## config.mk

```make
export PLATFORM = sky130hd
export DESIGN_NAME = bitmap_slot_allocator_core
export DESIGN_NICKNAME = d
export VERILOG_FILES = /design/src/sv/bsa_pkg.sv /design/src/sv/bsa_ctrl.sv /design/src/sv/bsa_dpath.sv /design/src/sv/bitmap_slot_allocator_core.sv
export SDC_FILE = /design/constraint.sdc
export NUM_CORES = 2
export LEC_CHECK = 0
export BUFFER_PORTS_ARGS = -buffer_cell sky130_fd_sc_hd__buf_2
export CELL_PAD_IN_SITES_DETAIL_PLACEMENT = 2
export CELL_PAD_IN_SITES_GLOBAL_PLACEMENT = 2
export CORE_MARGIN = 4
export CORE_UTILIZATION = 30
export CTS_CLUSTER_SIZE = 8
export DETAILED_ROUTE_END_ITERATION = 12
export PLACE_DENSITY_LB_ADDON = 0.2
export SYNTH_ARGS = -nofsm -noshare
export SYNTH_HDL_FRONTEND = slang
export SYNTH_SLANG_ARGS = --single-unit
```

## constraint.sdc

```tcl
create_clock -name clk -period 5.9 [get_ports clk]
set_clock_uncertainty 0.05 [all_clocks]
set_input_delay 0.59 -clock clk [delete_from_list [all_inputs] [get_ports clk]]
set_output_delay 0.59 -clock clk [all_outputs]
set_load 0.02 [all_outputs]
```

## src/sv/bsa_pkg.sv

```systemverilog
// bsa_pkg: shared constants, codes and types for the bitmap slot allocator
// no dependencies; imported by bsa_ctrl, bsa_dpath and bitmap_slot_allocator_core
package bsa_pkg;

  localparam int MAX_SLOT_COUNT = 1024;
  localparam int SLOT_W         = $clog2(MAX_SLOT_COUNT);
  localparam int CNT_W          = SLOT_W + 1;
  localparam int WORD_W         = 32;
  localparam int BIT_W          = $clog2(WORD_W);
  localparam int NWORDS         = MAX_SLOT_COUNT / WORD_W;
  localparam int WADDR_W        = (NWORDS > 1) ? $clog2(NWORDS) : 1;

  localparam logic [CNT_W-1:0] NUM_SLOTS_RST = CNT_W'(MAX_SLOT_COUNT);
  localparam logic [CNT_W-1:0] MIN_SLOTS     = CNT_W'(2);

  localparam logic [1:0] REQ_ALLOC = 2'd0;
  localparam logic [1:0] REQ_FREE  = 2'd1;
  localparam logic [1:0] REQ_QUERY = 2'd2;

  localparam logic [1:0] ST_OK           = 2'd0;
  localparam logic [1:0] ST_FULL         = 2'd1;
  localparam logic [1:0] ST_BAD_SLOT     = 2'd2;
  localparam logic [1:0] ST_ALREADY_FREE = 2'd3;

  typedef struct packed {
    logic [1:0]        req_type;
    logic [SLOT_W-1:0] slot_index;
  } req_t;

  typedef struct packed {
    logic [1:0]        status;
    logic [SLOT_W-1:0] granted_slot;
    logic              has_spare;
    logic [CNT_W-1:0]  in_use_count;
  } rsp_t;

  typedef struct packed {
    logic       accept;
    logic       rd_en;
    logic       rd_scan;
    logic       mem_wr;
    logic       wr_set;
    logic       used_inc;
    logic       used_dec;
    logic       res_load;
    logic [1:0] res_status;
    logic       res_grant;
    logic       load_out;
  } cmd_t;

  typedef struct packed {
    logic [1:0] req_type;
    logic       bad_slot;
    logic       dvld;
    logic       found;
    logic       last_word;
    logic       bit_set;
  } sts_t;

endpackage

```

## src/sv/bsa_ctrl.sv

```systemverilog
// bsa_ctrl: request sequencer for the slot allocator (decode, word scan, free check)
// depends on bsa_pkg; drives bsa_dpath through cmd_t, reads sts_t
module bsa_ctrl import bsa_pkg::*; (
  input  logic clk,
  input  logic rst,
  input  logic req_valid,
  output logic req_stall,
  output logic rsp_valid,
  input  logic rsp_stall,
  input  sts_t sts,
  output cmd_t cmd
);

  localparam logic [2:0] S_IDLE     = 3'd0;
  localparam logic [2:0] S_DECODE   = 3'd1;
  localparam logic [2:0] S_SCAN     = 3'd2;
  localparam logic [2:0] S_FREE_CHK = 3'd3;
  localparam logic [2:0] S_DONE     = 3'd4;

  logic [2:0] state;
  logic [2:0] state_next;
  logic       rsp_valid_next;

  assign req_stall = (state != S_IDLE);

  always_comb begin
    cmd        = '0;
    state_next = state;
    case (state)
      S_IDLE: begin
        if (req_valid) begin
          cmd.accept = 1'b1;
          state_next = S_DECODE;
        end
      end
      S_DECODE: begin
        case (sts.req_type)
          REQ_ALLOC: begin
            state_next = S_SCAN;
          end
          REQ_FREE: begin
            if (sts.bad_slot) begin
              cmd.res_load   = 1'b1;
              cmd.res_status = ST_BAD_SLOT;
              state_next     = S_DONE;
            end else begin
              cmd.rd_en  = 1'b1;
              state_next = S_FREE_CHK;
            end
          end
          default: begin
            cmd.res_load   = 1'b1;
            cmd.res_status = ST_OK;
            state_next     = S_DONE;
          end
        endcase
      end
      S_SCAN: begin
        cmd.rd_en   = 1'b1;
        cmd.rd_scan = 1'b1;
        if (sts.dvld) begin
          if (sts.found) begin
            cmd.mem_wr     = 1'b1;
            cmd.wr_set     = 1'b1;
            cmd.used_inc   = 1'b1;
            cmd.res_load   = 1'b1;
            cmd.res_status = ST_OK;
            cmd.res_grant  = 1'b1;
            state_next     = S_DONE;
          end else if (sts.last_word) begin
            cmd.res_load   = 1'b1;
            cmd.res_status = ST_FULL;
            state_next     = S_DONE;
          end
        end
      end
      S_FREE_CHK: begin
        cmd.res_load = 1'b1;
        if (sts.bit_set) begin
          cmd.mem_wr     = 1'b1;
          cmd.used_dec   = 1'b1;
          cmd.res_status = ST_OK;
        end else begin
          cmd.res_status = ST_ALREADY_FREE;
        end
        state_next = S_DONE;
      end
      S_DONE: begin
        if (!rsp_valid || !rsp_stall) begin
          cmd.load_out = 1'b1;
          state_next   = S_IDLE;
        end
      end
      default: begin
        state_next = S_IDLE;
      end
    endcase
  end

  always_comb begin
    if (cmd.load_out) begin
      rsp_valid_next = 1'b1;
    end else if (rsp_stall) begin
      rsp_valid_next = rsp_valid;
    end else begin
      rsp_valid_next = 1'b0;
    end
  end

  always_ff @(posedge clk) begin
    if (rst) begin
      state     <= S_IDLE;
      rsp_valid <= 1'b0;
    end else begin
      state     <= state_next;
      rsp_valid <= rsp_valid_next;
    end
  end

  a_rsp_from_done: assert property (@(posedge clk) disable iff (rst)
    $rose(rsp_valid) |-> $past(state) == S_DONE)
    else $error("response raised outside the done state");

  a_scan_needs_data: assert property (@(posedge clk) disable iff (rst)
    (state == S_SCAN && sts.dvld && sts.found) |=> state == S_DONE)
    else $error("scan hit did not finish the request");

  a_rsp_held: assert property (@(posedge clk) disable iff (rst)
    (rsp_valid && rsp_stall) |=> rsp_valid)
    else $error("stalled response dropped");

endmodule

```

## src/sv/bsa_dpath.sv

```systemverilog
// bsa_dpath: bitmap word memory, first-free search, in-use counter and result registers
// depends on bsa_pkg; controlled by bsa_ctrl through cmd_t
module bsa_dpath import bsa_pkg::*; (
  input  logic             clk,
  input  logic             rst,
  input  logic             cfg_we,
  input  logic [CNT_W-1:0] cfg_data,
  input  req_t             req,
  input  cmd_t             cmd,
  output sts_t             sts,
  output rsp_t             rsp
);

  logic [WORD_W-1:0]  mem [NWORDS];
  logic [NWORDS-1:0]  row_vld;

  logic [CNT_W-1:0]   num_slots;
  logic [CNT_W-1:0]   eff_cnt;
  logic [1:0]         req_type_q;
  logic [SLOT_W-1:0]  idx_q;
  logic [CNT_W-1:0]   cnt_q;
  logic [WADDR_W-1:0] wptr;
  logic [WADDR_W-1:0] cptr;
  logic               dvld;
  logic [WORD_W-1:0]  rdata_raw;
  logic               rd_row_vld;
  logic               rd_row0;
  logic [CNT_W-1:0]   used;
  logic [1:0]         res_status;
  logic [SLOT_W-1:0]  res_grant;

  logic [WADDR_W-1:0] rd_addr;
  logic [WADDR_W-1:0] wr_addr;
  logic [WORD_W-1:0]  wdata;
  logic [WORD_W-1:0]  rdata;
  logic [SLOT_W-1:0]  cm1;
  logic [WADDR_W-1:0] last_w;
  logic [WORD_W-1:0]  free_bits;
  logic [BIT_W-1:0]   free_pos;
  logic [WORD_W-1:0]  set_mask;
  logic [WORD_W-1:0]  clr_mask;

  // saturate the slot count register into the legal range
  always_comb begin
    if (num_slots < MIN_SLOTS) begin
      eff_cnt = MIN_SLOTS;
    end else if (num_slots > NUM_SLOTS_RST) begin
      eff_cnt = NUM_SLOTS_RST;
    end else begin
      eff_cnt = num_slots;
    end
  end

  assign cm1     = SLOT_W'(cnt_q - CNT_W'(1));
  assign last_w  = cm1[SLOT_W-1:BIT_W];
  assign rd_addr = cmd.rd_scan ? wptr : idx_q[SLOT_W-1:BIT_W];
  assign wr_addr = cmd.wr_set ? cptr : idx_q[SLOT_W-1:BIT_W];
  assign rdata   = rd_row_vld ? rdata_raw : {{(WORD_W-1){1'b0}}, rd_row0};

  always_comb begin
    for (int b = 0; b < WORD_W; b++) begin
      free_bits[b] = ~rdata[b] & ((cptr < last_w) || (BIT_W'(b) <= cm1[BIT_W-1:0]));
    end
  end

  always_comb begin
    free_pos = '0;
    for (int b = WORD_W - 1; b >= 0; b--) begin
      if (free_bits[b]) begin
        free_pos = BIT_W'(b);
      end
    end
  end

  assign set_mask = {{(WORD_W-1){1'b0}}, 1'b1} << free_pos;
  assign clr_mask = {{(WORD_W-1){1'b0}}, 1'b1} << idx_q[BIT_W-1:0];
  assign wdata    = cmd.wr_set ? (rdata | set_mask) : (rdata & ~clr_mask);

  assign sts.req_type  = req_type_q;
  assign sts.bad_slot  = (idx_q == '0) || ({1'b0, idx_q} >= cnt_q);
  assign sts.dvld      = dvld;
  assign sts.found     = |free_bits;
  assign sts.last_word = (cptr == last_w);
  assign sts.bit_set   = rdata[idx_q[BIT_W-1:0]];

  // bitmap word memory
  always_ff @(posedge clk) begin
    if (cmd.rd_en) begin
      rdata_raw <= mem[rd_addr];
    end
    if (cmd.mem_wr) begin
      mem[wr_addr] <= wdata;
    end
  end

  always_ff @(posedge clk) begin
    if (rst) begin
      row_vld   <= '0;
      num_slots <= NUM_SLOTS_RST;
      used      <= CNT_W'(1);
      dvld      <= 1'b0;
    end else begin
      dvld <= cmd.rd_en;
      if (cmd.mem_wr) begin
        row_vld[wr_addr] <= 1'b1;
      end
      if (cfg_we) begin
        num_slots <= cfg_data;
      end
      if (cmd.used_inc) begin
        used <= used + CNT_W'(1);
      end else if (cmd.used_dec) begin
        used <= used - CNT_W'(1);
      end
    end
  end

  always_ff @(posedge clk) begin
    if (cmd.accept) begin
      req_type_q <= req.req_type;
      idx_q      <= req.slot_index;
      cnt_q      <= eff_cnt;
      wptr       <= '0;
    end else if (cmd.rd_en && cmd.rd_scan) begin
      wptr <= wptr + WADDR_W'(1);
    end
    if (cmd.rd_en) begin
      cptr       <= wptr;
      rd_row_vld <= row_vld[rd_addr];
      rd_row0    <= (rd_addr == '0);
    end
    if (cmd.res_load) begin
      res_status <= cmd.res_status;
      res_grant  <= cmd.res_grant ? {cptr, free_pos} : '0;
    end
    if (cmd.load_out) begin
      rsp.status       <= res_status;
      rsp.granted_slot <= res_grant;
      rsp.has_spare    <= (used < cnt_q);
      rsp.in_use_count <= used;
    end
  end

  a_inc_on_hit: assert property (@(posedge clk) disable iff (rst)
    cmd.used_inc |-> (dvld && sts.found && cmd.wr_set))
    else $error("in-use count raised without a free bit found");

  a_dec_step: assert property (@(posedge clk) disable iff (rst)
    cmd.used_dec |=> used == $past(used) - CNT_W'(1))
    else $error("in-use count did not drop by one on free");

  a_used_nonzero: assert property (@(posedge clk) disable iff (rst)
    cmd.load_out |-> used != '0)
    else $error("in-use count lost the reserved slot");

endmodule

```

## src/sv/bitmap_slot_allocator_core.sv

```systemverilog
// bitmap_slot_allocator_core: top level of the first-fit bitmap slot allocator
// depends on bsa_pkg, bsa_ctrl and bsa_dpath
//
// req channel (req_valid / req_stall, payload req): one request per transaction,
//   allocate, free or query. rsp channel (rsp_valid / rsp_stall, payload rsp):
//   exactly one response per request, in order.
// cfg channel (cfg_valid / cfg_ready, cfg_data): writes the slot count; cfg_ready
//   is always high. Write it only while no request is in flight.
// Sequence: a query or bad free goes from accept through decode to done, a good or
//   already-free free adds a check of the addressed word, and an allocate scans
//   from word 0 up to the 32-bit bitmap word holding the granted slot (or to the last
//   word in range when full). The scan reads one bitmap word per cycle from a word
//   memory with one read port and one write port.
// One request is in flight at a time; req_stall is low only when the sequencer
//   is idle. The response register lets the next request be accepted while a
//   response is still stalled; a finished result then waits until it drains.
// After the response is loaded the sequencer returns to idle, so the next request
//   can be taken in the cycle after the load.
// Reset: synchronous, active high. Slot 0 is marked allocated, all others free,
//   the in-use count is 1 and the slot count is 1024. Per-word valid bits stand
//   in for clearing the memory, so the block is ready right after reset.
module bitmap_slot_allocator_core import bsa_pkg::*; (
  input  logic             clk,
  input  logic             rst,
  input  logic             req_valid,
  output logic             req_stall,
  input  req_t             req,
  output logic             rsp_valid,
  input  logic             rsp_stall,
  output rsp_t             rsp,
  input  logic             cfg_valid,
  output logic             cfg_ready,
  input  logic [CNT_W-1:0] cfg_data
);

  cmd_t cmd;
  sts_t sts;

  assign cfg_ready = 1'b1;

  bsa_ctrl u_ctrl (
    .clk       (clk),
    .rst       (rst),
    .req_valid (req_valid),
    .req_stall (req_stall),
    .rsp_valid (rsp_valid),
    .rsp_stall (rsp_stall),
    .sts       (sts),
    .cmd       (cmd)
  );

  bsa_dpath u_dpath (
    .clk      (clk),
    .rst      (rst),
    .cfg_we   (cfg_valid & cfg_ready),
    .cfg_data (cfg_data),
    .req      (req),
    .cmd      (cmd),
    .sts      (sts),
    .rsp      (rsp)
  );

endmodule

```

# Yosys cells after proc, flatten, opt, wreduce, memory -nomap -nowiden
# Memory sizes are Yosys's and may differ from the RTL's. A register that Yosys moved wholly into a read port is not among the register bits.
# Index checks and enable logic that the tools add are counted.
[op_classes] shifts=2 n_eq_ne=11 multipliers=0 reduce_logical=47 n_lt_le_gt_ge=41 n_addsub=4 bitwise=68 muxes=80 n_div=0
[op_table] operator="$mux 5" count=34
[op_table] operator="$le 5x5->1 const A" count=16
[op_table] operator="$mux 32" count=2
[op_table] operator="$or 32x32->32" count=2
[op_table] operator="$shl 1x5->32 const A" count=2
[op_table] operator="$le 4x5->1 const A" count=8
[op_table] operator="$logic_or 1x1->1" count=34
[op_table] operator="$mux 11" count=3
[op_table] operator="$mux 3" count=11
[op_table] operator="$and 1x1->1" count=32
[op_table] operator="$and 32x32->32" count=1
[op_table] operator="$not 1->1" count=32
[op_table] operator="$not 32->32" count=1
[op_table] operator="$reduce_or 32->1" count=1
[op_table] operator="$le 3x5->1 const A" count=4
[op_table] operator="$lt 5x6->1 const B" count=3
[op_table] operator="$mux 1" count=18
[op_table] operator="$pmux 3 s5" count=1
[op_table] operator="$pmux 3 s2" count=2
[op_table] operator="$add 11x1->11 const B" count=1
[op_table] operator="$ge 10x11->1" count=1
[op_table] operator="$gt 11x11->1 const B" count=1
[op_table] operator="$lt 11x11->1" count=1
[op_table] operator="$lt 11x2->1 const B" count=1
[op_table] operator="31 further kinds" count=41
[totals] out_inout_bits=27 memories=1 latch_bits=0 regBits=130 romBits=0 word_cells=274 input_bits=28 ram_bits=1024
[memory_table] memory="u_dpath.mem" words=32 width=32 rd=1 rd_clocked_by_memory_dff=1 write_ports=1 line_no="bsa_dpath.sv:14" source="logic [WORD_W-1:0] mem [NWORDS];"

# Longest topological paths before layout
[logic_depth] depth_word=39 depth_mapped=33 mapped_depth_nobuf=24

# Modules after synthesis
# From an unflattened synthesis, not the netlist that was laid out.
[unflattened] hier_cells=2884 hier_area_um2=48581.6
[modules_own_cells] mod="bsa_dpath" area_each_um2=48221.2 n_inst=1 cells_per_inst=2836 seq_area_each_um2=34893.5
[modules_own_cells] mod="bsa_ctrl" area_each_um2=349.1 n_inst=1 cells_per_inst=46 seq_area_each_um2=80.1
[modules_own_cells] mod="bitmap_slot_allocator_core" area_each_um2=11.3 n_inst=1 cells_per_inst=2 seq_area_each_um2=0.0

# Least setup slack after synthesis
# Ideal clock, no wire load.
[synth_timing] kind="register -> register" start="register u_dpath.cnt_q[0]" end="register u_dpath.used[10]" n_path_buf=8 arrival_time_ns=6.264 period_less_slack_ns=6.435 setup_time_ns=0.121 slack_ns=-0.535 required_time_ns=5.729 path_stages_with_launch=33 path_cell_list="edfxtp_1 buf_6 buf_6 buf_2 inv_1 ha_1 buf_4 nand2b_1 clkbuf_1 nor3_1 xnor2_1 ha_1 nand4_1 o221a_2 buf_6 a311o_1 o21ai_0 o211ai_1 nor4_4 a21oi_4 inv_4 buf_6 buf_4 ha_1 a21o_1 a21oi_1 o21bai_1 a21oi_1 o21ai_0 a21o_1 a21oi_1 mux2i_1 mux2_2"
[synth_between] elab_chain_cells=9 elab_cells_between_ends=104 cone_classes="add/sub: 1; order compare: 33; mux: 4; bitwise: 32; reduce/logical: 34"
[synth_rtl] item="from (decl)" line_no="bsa_dpath.sv:21" source="logic [CNT_W-1:0] cnt_q;"
[synth_rtl] item="from (signal assigned)" line_no="bsa_dpath.sv:122" source="cnt_q <= eff_cnt;"
[synth_rtl] item="$sub 10x1->10 (*)" line_no="bsa_dpath.sv:54" source="assign cm1 = SLOT_W'(cnt_q - CNT_W'(1));"
[synth_rtl] item="$lt 5x5->1 (tied with other cells)" line_no="bsa_dpath.sv:62" source="free_bits[b] = ~rdata[b] & ((cptr < last_w) || (BIT_W'(b) <= cm1[BIT_W-1:0]));"
[synth_rtl] item="$logic_or 1x1->1" line_no="bsa_dpath.sv:62"
[synth_rtl] item="$and 1x1->1" line_no="bsa_dpath.sv:62"
[synth_rtl] item="$reduce_or 32->1 (*)" line_no="bsa_dpath.sv:82" source="assign sts.found = |free_bits;"
[synth_rtl] item="$mux 3 (*)" line_no="bsa_ctrl.sv:62" source="if (sts.found) begin"
[synth_rtl] item="$mux 3 (*)" line_no="bsa_ctrl.sv:61" source="if (sts.dvld) begin"
[synth_rtl] item="$mux 2 (*)" line_no="bsa_ctrl.sv:29" source="case (state)"
[synth_rtl] item="$mux 11 or $reduce_bool 2->1 (tied branches)"
[synth_rtl] item="to (signal assigned)" line_no="bsa_dpath.sv:111" source="used <= used + CNT_W'(1);"
[synth_rtl] item="to (signal assigned)" line_no="bsa_dpath.sv:113" source="used <= used - CNT_W'(1);"
[synth_rtl] item="to (decl)" line_no="bsa_dpath.sv:28" source="logic [CNT_W-1:0] used;"
# Every way passes the cells marked *; elsewhere a longest branch is shown, timed or not.
# A chain may end at the register's enable or synchronous reset.

# Final worst setup path
[layout_timing] start="register u_dpath.cnt_q[4]" end="register u_dpath.used[10]"
# The elaborated chain is that of the path after synthesis.

==> impl_results.rst <==
.. list-table::
   :header-rows: 1

   * - Metric
     - Value
   * - Cell class contributing the biggest share of worst-path delay
     - compound AO/OA/AOI/OAI gates
   * - Largest fanout on the critical path
     - 6
   * - Worst Max-Slew Pin Slew
     - 1.15 ns
   * - Critical Setup Path Class
     - register to register
   * - Routability congestion estimate
     - 0.871
   * - Max-cap viol count
     - 0
   * - Met3 usage
     - 0.0290
   * - Port Buffer Count
     - 53
   * - Max-slew violation total from the final report
     - 0
   * - Largest stage delay, worst path
     - 0.38 ns
   * - Global-route wire length before repair
     - 259 mm
   * - Met1 Track Usage GR
     - 0.270
   * - Count of nets left with antenna violations after detail routing
     - 0
   * - Placed inst area
     - 56,100 µm²
   * - Power after layout
     - 0.0207 W
   * - Placeable core region
     - 168,000 µm²
   * - Post-synthesis instance area
     - 50,900 µm²
   * - Clock root buffer master
     - sky130_fd_sc_hd__clkbuf_16
   * - DP Cell Count
     - 6,041
   * - Register clock-pin slew on the reported worst setup and hold paths
     - 0.05 ns
   * - Layer carrying the most global-route usage
     - met2
   * - CP cell instances
     - or2_2, or3_4, nor4_4, xnor2_1, ha_1, nand4_1, buf_4, o221a_4, a311o_1, o21ai_1, o211ai_1, nor4_4, a21oi_4, inv_4, ha_1, a21o_1, a21oi_2, o21bai_1, a21oi_2, o21ai_1, a21o_1, a21oi_2, mux2i_1, mux2_2
   * - Vias in the first global route
     - 36,700
   * - Max Fclk
     - 176 MHz
   * - Worst hold slack across all endpoints
     - 0.0624 ns
   * - Overflow after GRT
     - 0
   * - Count of distinct cell types in the synthesized netlist
     - 107
   * - Worst hold path type
     - primary input to register
   * - Headroom to the max-slew limit
     - 0.215
   * - Capturing element type of the critical path
     - register
   * - CTS tree
     - built
   * - Most used standard cell by instance count after synthesis
     - sky130_fd_sc_hd__edfxtp_1
   * - Fraction of registers with async set or reset after synthesis
     - 0
   * - Area contributors post-synth
     - sky130_fd_sc_hd__edfxtp_1 66%, sky130_fd_sc_hd__a211oi_1 5.5%, sky130_fd_sc_hd__nand2_1 4.5%
   * - Post-layout utilization of the core
     - 0.365
   * - Estimated wirelength of the detail-placed design
     - 112 mm
   * - Portion of the post-synthesis area used by sequential elements
     - 0.687
   * - Tcrit/Tclk final
     - 0.963
   * - Overall track demand over capacity in global routing
     - 0.200
   * - Finished layout cell area
     - 61,200 µm²
   * - Power density over the cells
     - 339 nW/µm²
   * - WL per Instance
     - 28.4 µm
   * - Iteration-0 DRC count of the detailed router
     - 2,492
   * - Warnings from Yosys
     - 0
   * - Number of sinks handled by clock tree synthesis
     - 1,186
   * - Die boundary height
     - 420 µm
   * - Clock Tree Buf Depth
     - 3
   * - Horizontal die dimension
     - 420 µm
   * - Core Rows
     - 150
   * - Top Ports
     - 55
   * - Post-detailed-routing wire length
     - 179 mm
   * - Clock period minus worst slack
     - 5.68 ns
   * - Nature of the critical path startpoint
     - register
   * - Post-synth EDFFs
     - 1,122
   * - Via/cell ratio
     - 5.48
   * - Flip-flop and latch count after synthesis
     - 1,186
   * - Library cell contributing the largest single delay on the critical path
     - sky130_fd_sc_hd__edfxtp_1
   * - Combined buffer and inverter count along the critical path
     - 2
   * - Total area of multi-input combinational cells
     - 15,400 µm²
   * - First-pass iteration count of the detailed router
     - 8
   * - Nets
     - 4,107
   * - Arrival time worst endpoint
     - 6.32 ns
   * - Total of endpoints with negative setup slack in the final report
     - 0
   * - Number of antenna violations at the first check in global routing
     - 7
   * - Most instantiated flip-flop cell in the synthesis netlist
     - sky130_fd_sc_hd__edfxtp_1
   * - H-tree Lvls
     - 4
   * - Worst IR Drop VDD
     - 0.000222 V
   * - Pin count of the biggest net entering global routing
     - 118
   * - Yosys top cell by area
     - sky130_fd_sc_hd__edfxtp_1
   * - # DRC
     - 0
   * - Most numerous cell types in the synthesized netlist
     - 1,122 x sky130_fd_sc_hd__edfxtp_1, 614 x sky130_fd_sc_hd__nand2_1, 370 x sky130_fd_sc_hd__a211oi_1
   * - Avg Synthesized Cell Area
     - 13.2 µm²
   * - Layout overhead on the synthesized area
     - 20.3%
   * - Total clock buffers created by CTS
     - 168
   * - Initial core utilization
     - 0.303
   * - DIE AREA
     - 176,000 µm²
   * - Synthesized netlist net count
     - 3,915
   * - Total count of hold-check failures in the final report
     - 0
   * - Leak
     - 19.9 nW
   * - Vias after detailed routing
     - 34,500
   * - Layout fillers
     - 16,800
   * - Most used cell, CP
     - sky130_fd_sc_hd__a21oi_2
   * - Run status
     - finished clean
   * - Cells after synthesis
     - 3,848
   * - Worst path required time
     - 6.53 ns
   * - Sequential standard cell area
     - 35,000 µm²
   * - Fraction of post-synthesis cell area in the top cell type by area
     - 0.662
   * - Ratio of cells with drive above 1 in the final layout
     - 0.159
   * - Clock network latency to the later pin of the worst-skew pair
     - 0.80 ns
   * - Number of cells in the finished layout apart from fillers
     - 6,295
   * - Met2 Usage GRT
     - 0.336
cell type report:
cell class | instances | area share
Antenna cell | 2 | 0.0000817
Clock buffer | 199 | 0.0709
Clock inverter | 20 | 0.00517
Inverter | 28 | 0.00176
Multi-Input combinational cell | 2332 | 0.252
Sequential cell | 1186 | 0.571
Tap cell | 2204 | 0.0450
Timing Repair Buffer | 324 | 0.0536
logic make-up (layout without fill, tap and decap cells):
group	after synthesis	after routing	share of synthesized area
buffers and inverters	331	571	0.0274
adder cells (fa/ha/maj)	39	39	0.00973
multiplexers	34	34	0.00875
AND/OR/NAND/NOR	1161	1161	0.110
XOR/XNOR	23	23	0.00410
AO/OA/AOI/OAI	1073	1074	0.153
other	1	3	0.0000737
flip-flops	1186	1186	0.687
power by group:
part / leakage (nW) / switching [W] / internal (W)
Sequential: 10.8 / 0.0000777 / 0.00932
Clock: 2.26 / 0.00367 / 0.00515
Combinational: 6.86 / 0.00176 / 0.000748
layer usage:
metal | vias to the layer above | wire length [µm]
met4 | 0 | 4060
met3 | 244 | 6690
met5 | - | 0
li1 | 15200 | -
met1 | 18400 | 81600
met2 | 645 | 86700
timing repair:
action / 4_1_cts / 5_1_grt
hold endpoints to repair: 25 / 0
resized for setup: 0 / 36
buffers inserted: 0 / 8
hold buffers: 24 / 0
endpoints found under the setup margin: 0 / 23
through the flow:
step                      worst slack (ns)  setup TNS, ns
final                                0.218              0
after detailed placement           0.00981              0
after global routing               -0.0728        -0.0795
after CTS                           0.0340              0
after global placement               0.117              0
after floorplan                     -0.169         -46.99
worst reg2reg max path, cell delays in order (launching register included):
cell	delay (ns)
sky130_fd_sc_hd__edfxtp_1	0.38
sky130_fd_sc_hd__or2_2	0.32
sky130_fd_sc_hd__or3_4	0.38
sky130_fd_sc_hd__nor4_4	0.17
sky130_fd_sc_hd__xnor2_1	0.11
sky130_fd_sc_hd__ha_1	0.36
sky130_fd_sc_hd__nand4_1	0.10
sky130_fd_sc_hd__buf_4	0.19
sky130_fd_sc_hd__o221a_4	0.33
sky130_fd_sc_hd__a311o_1	0.35
sky130_fd_sc_hd__o21ai_1	0.21
sky130_fd_sc_hd__o211ai_1	0.23
sky130_fd_sc_hd__nor4_4	0.31
sky130_fd_sc_hd__a21oi_4	0.13
sky130_fd_sc_hd__inv_4	0.12
sky130_fd_sc_hd__ha_1	0.25
sky130_fd_sc_hd__a21o_1	0.20
sky130_fd_sc_hd__a21oi_2	0.15
sky130_fd_sc_hd__o21bai_1	0.10
sky130_fd_sc_hd__a21oi_2	0.18
sky130_fd_sc_hd__o21ai_1	0.10
sky130_fd_sc_hd__a21o_1	0.20
sky130_fd_sc_hd__a21oi_2	0.14
sky130_fd_sc_hd__mux2i_1	0.21
sky130_fd_sc_hd__mux2_2	0.34
layout by cell type, fill, tap and decap left out, types with 24 or more instances in the layout:
master / netlist / routed
sky130_fd_sc_hd__buf_2: 27 / 53
sky130_fd_sc_hd__nor2_1: 92 / 58
sky130_fd_sc_hd__a21oi_1: 158 / 152
sky130_fd_sc_hd__and2_1: 280 / 280
sky130_fd_sc_hd__a21o_1: 48 / 48
sky130_fd_sc_hd__buf_12: 0 / 73
sky130_fd_sc_hd__a311oi_1: 134 / 134
sky130_fd_sc_hd__edfxtp_1: 1122 / 1122
sky130_fd_sc_hd__dlygate4sd3_1: 0 / 24
sky130_fd_sc_hd__buf_4: 9 / 171
sky130_fd_sc_hd__clkbuf_1: 243 / 30
sky130_fd_sc_hd__a31oi_1: 143 / 142
sky130_fd_sc_hd__ha_1: 38 / 37
sky130_fd_sc_hd__nand2_1: 614 / 614
sky130_fd_sc_hd__o21ai_0: 34 / 25
sky130_fd_sc_hd__dfxtp_1: 64 / 64
sky130_fd_sc_hd__a211oi_1: 370 / 369
sky130_fd_sc_hd__nor2_4: 0 / 33
sky130_fd_sc_hd__clkbuf_16: 0 / 169
sky130_fd_sc_hd__inv_1: 26 / 25
sky130_fd_sc_hd__o31ai_1: 43 / 26
sequential cells by signal, indices dropped and copies added, names as in the netlist, 3 cells and up:
| signal | cells |
|---|---|
| u_dpath.mem | 1024 |
| u_dpath.res_grant | 10 |
| u_dpath.used | 11 |
| u_dpath.row_vld | 32 |
| u_dpath.rsp | 24 |
| u_ctrl.state | 3 |
| u_dpath.idx_q | 10 |
| u_dpath.wptr | 5 |
| u_dpath.cptr | 5 |
| u_dpath.num_slots | 11 |
| u_dpath.rdata_raw | 32 |
| u_dpath.cnt_q | 11 |
worst paths after layout:
check | start | to | slack [ns] | cells past startpoint
max reg2reg | u_dpath.cnt_q[4]$_SDFFCE_PP0P_ | u_dpath.used[10]$_SDFFE_PP0P_ | 0.22 | 24
max | u_dpath.cnt_q[4]$_SDFFCE_PP0P_ | u_dpath.used[10]$_SDFFE_PP0P_ | 0.22 | 24
min reg2reg | u_dpath.res_grant[3]$_SDFFCE_PN0P_ | u_dpath.rsp[15]$_DFFE_PP_ | 0.37 | 0
min | req_valid | u_ctrl.state[0]$_SDFFE_PP0P_ | 0.06 | 3
No activity file was read; power rests on OpenSTA's default activity.
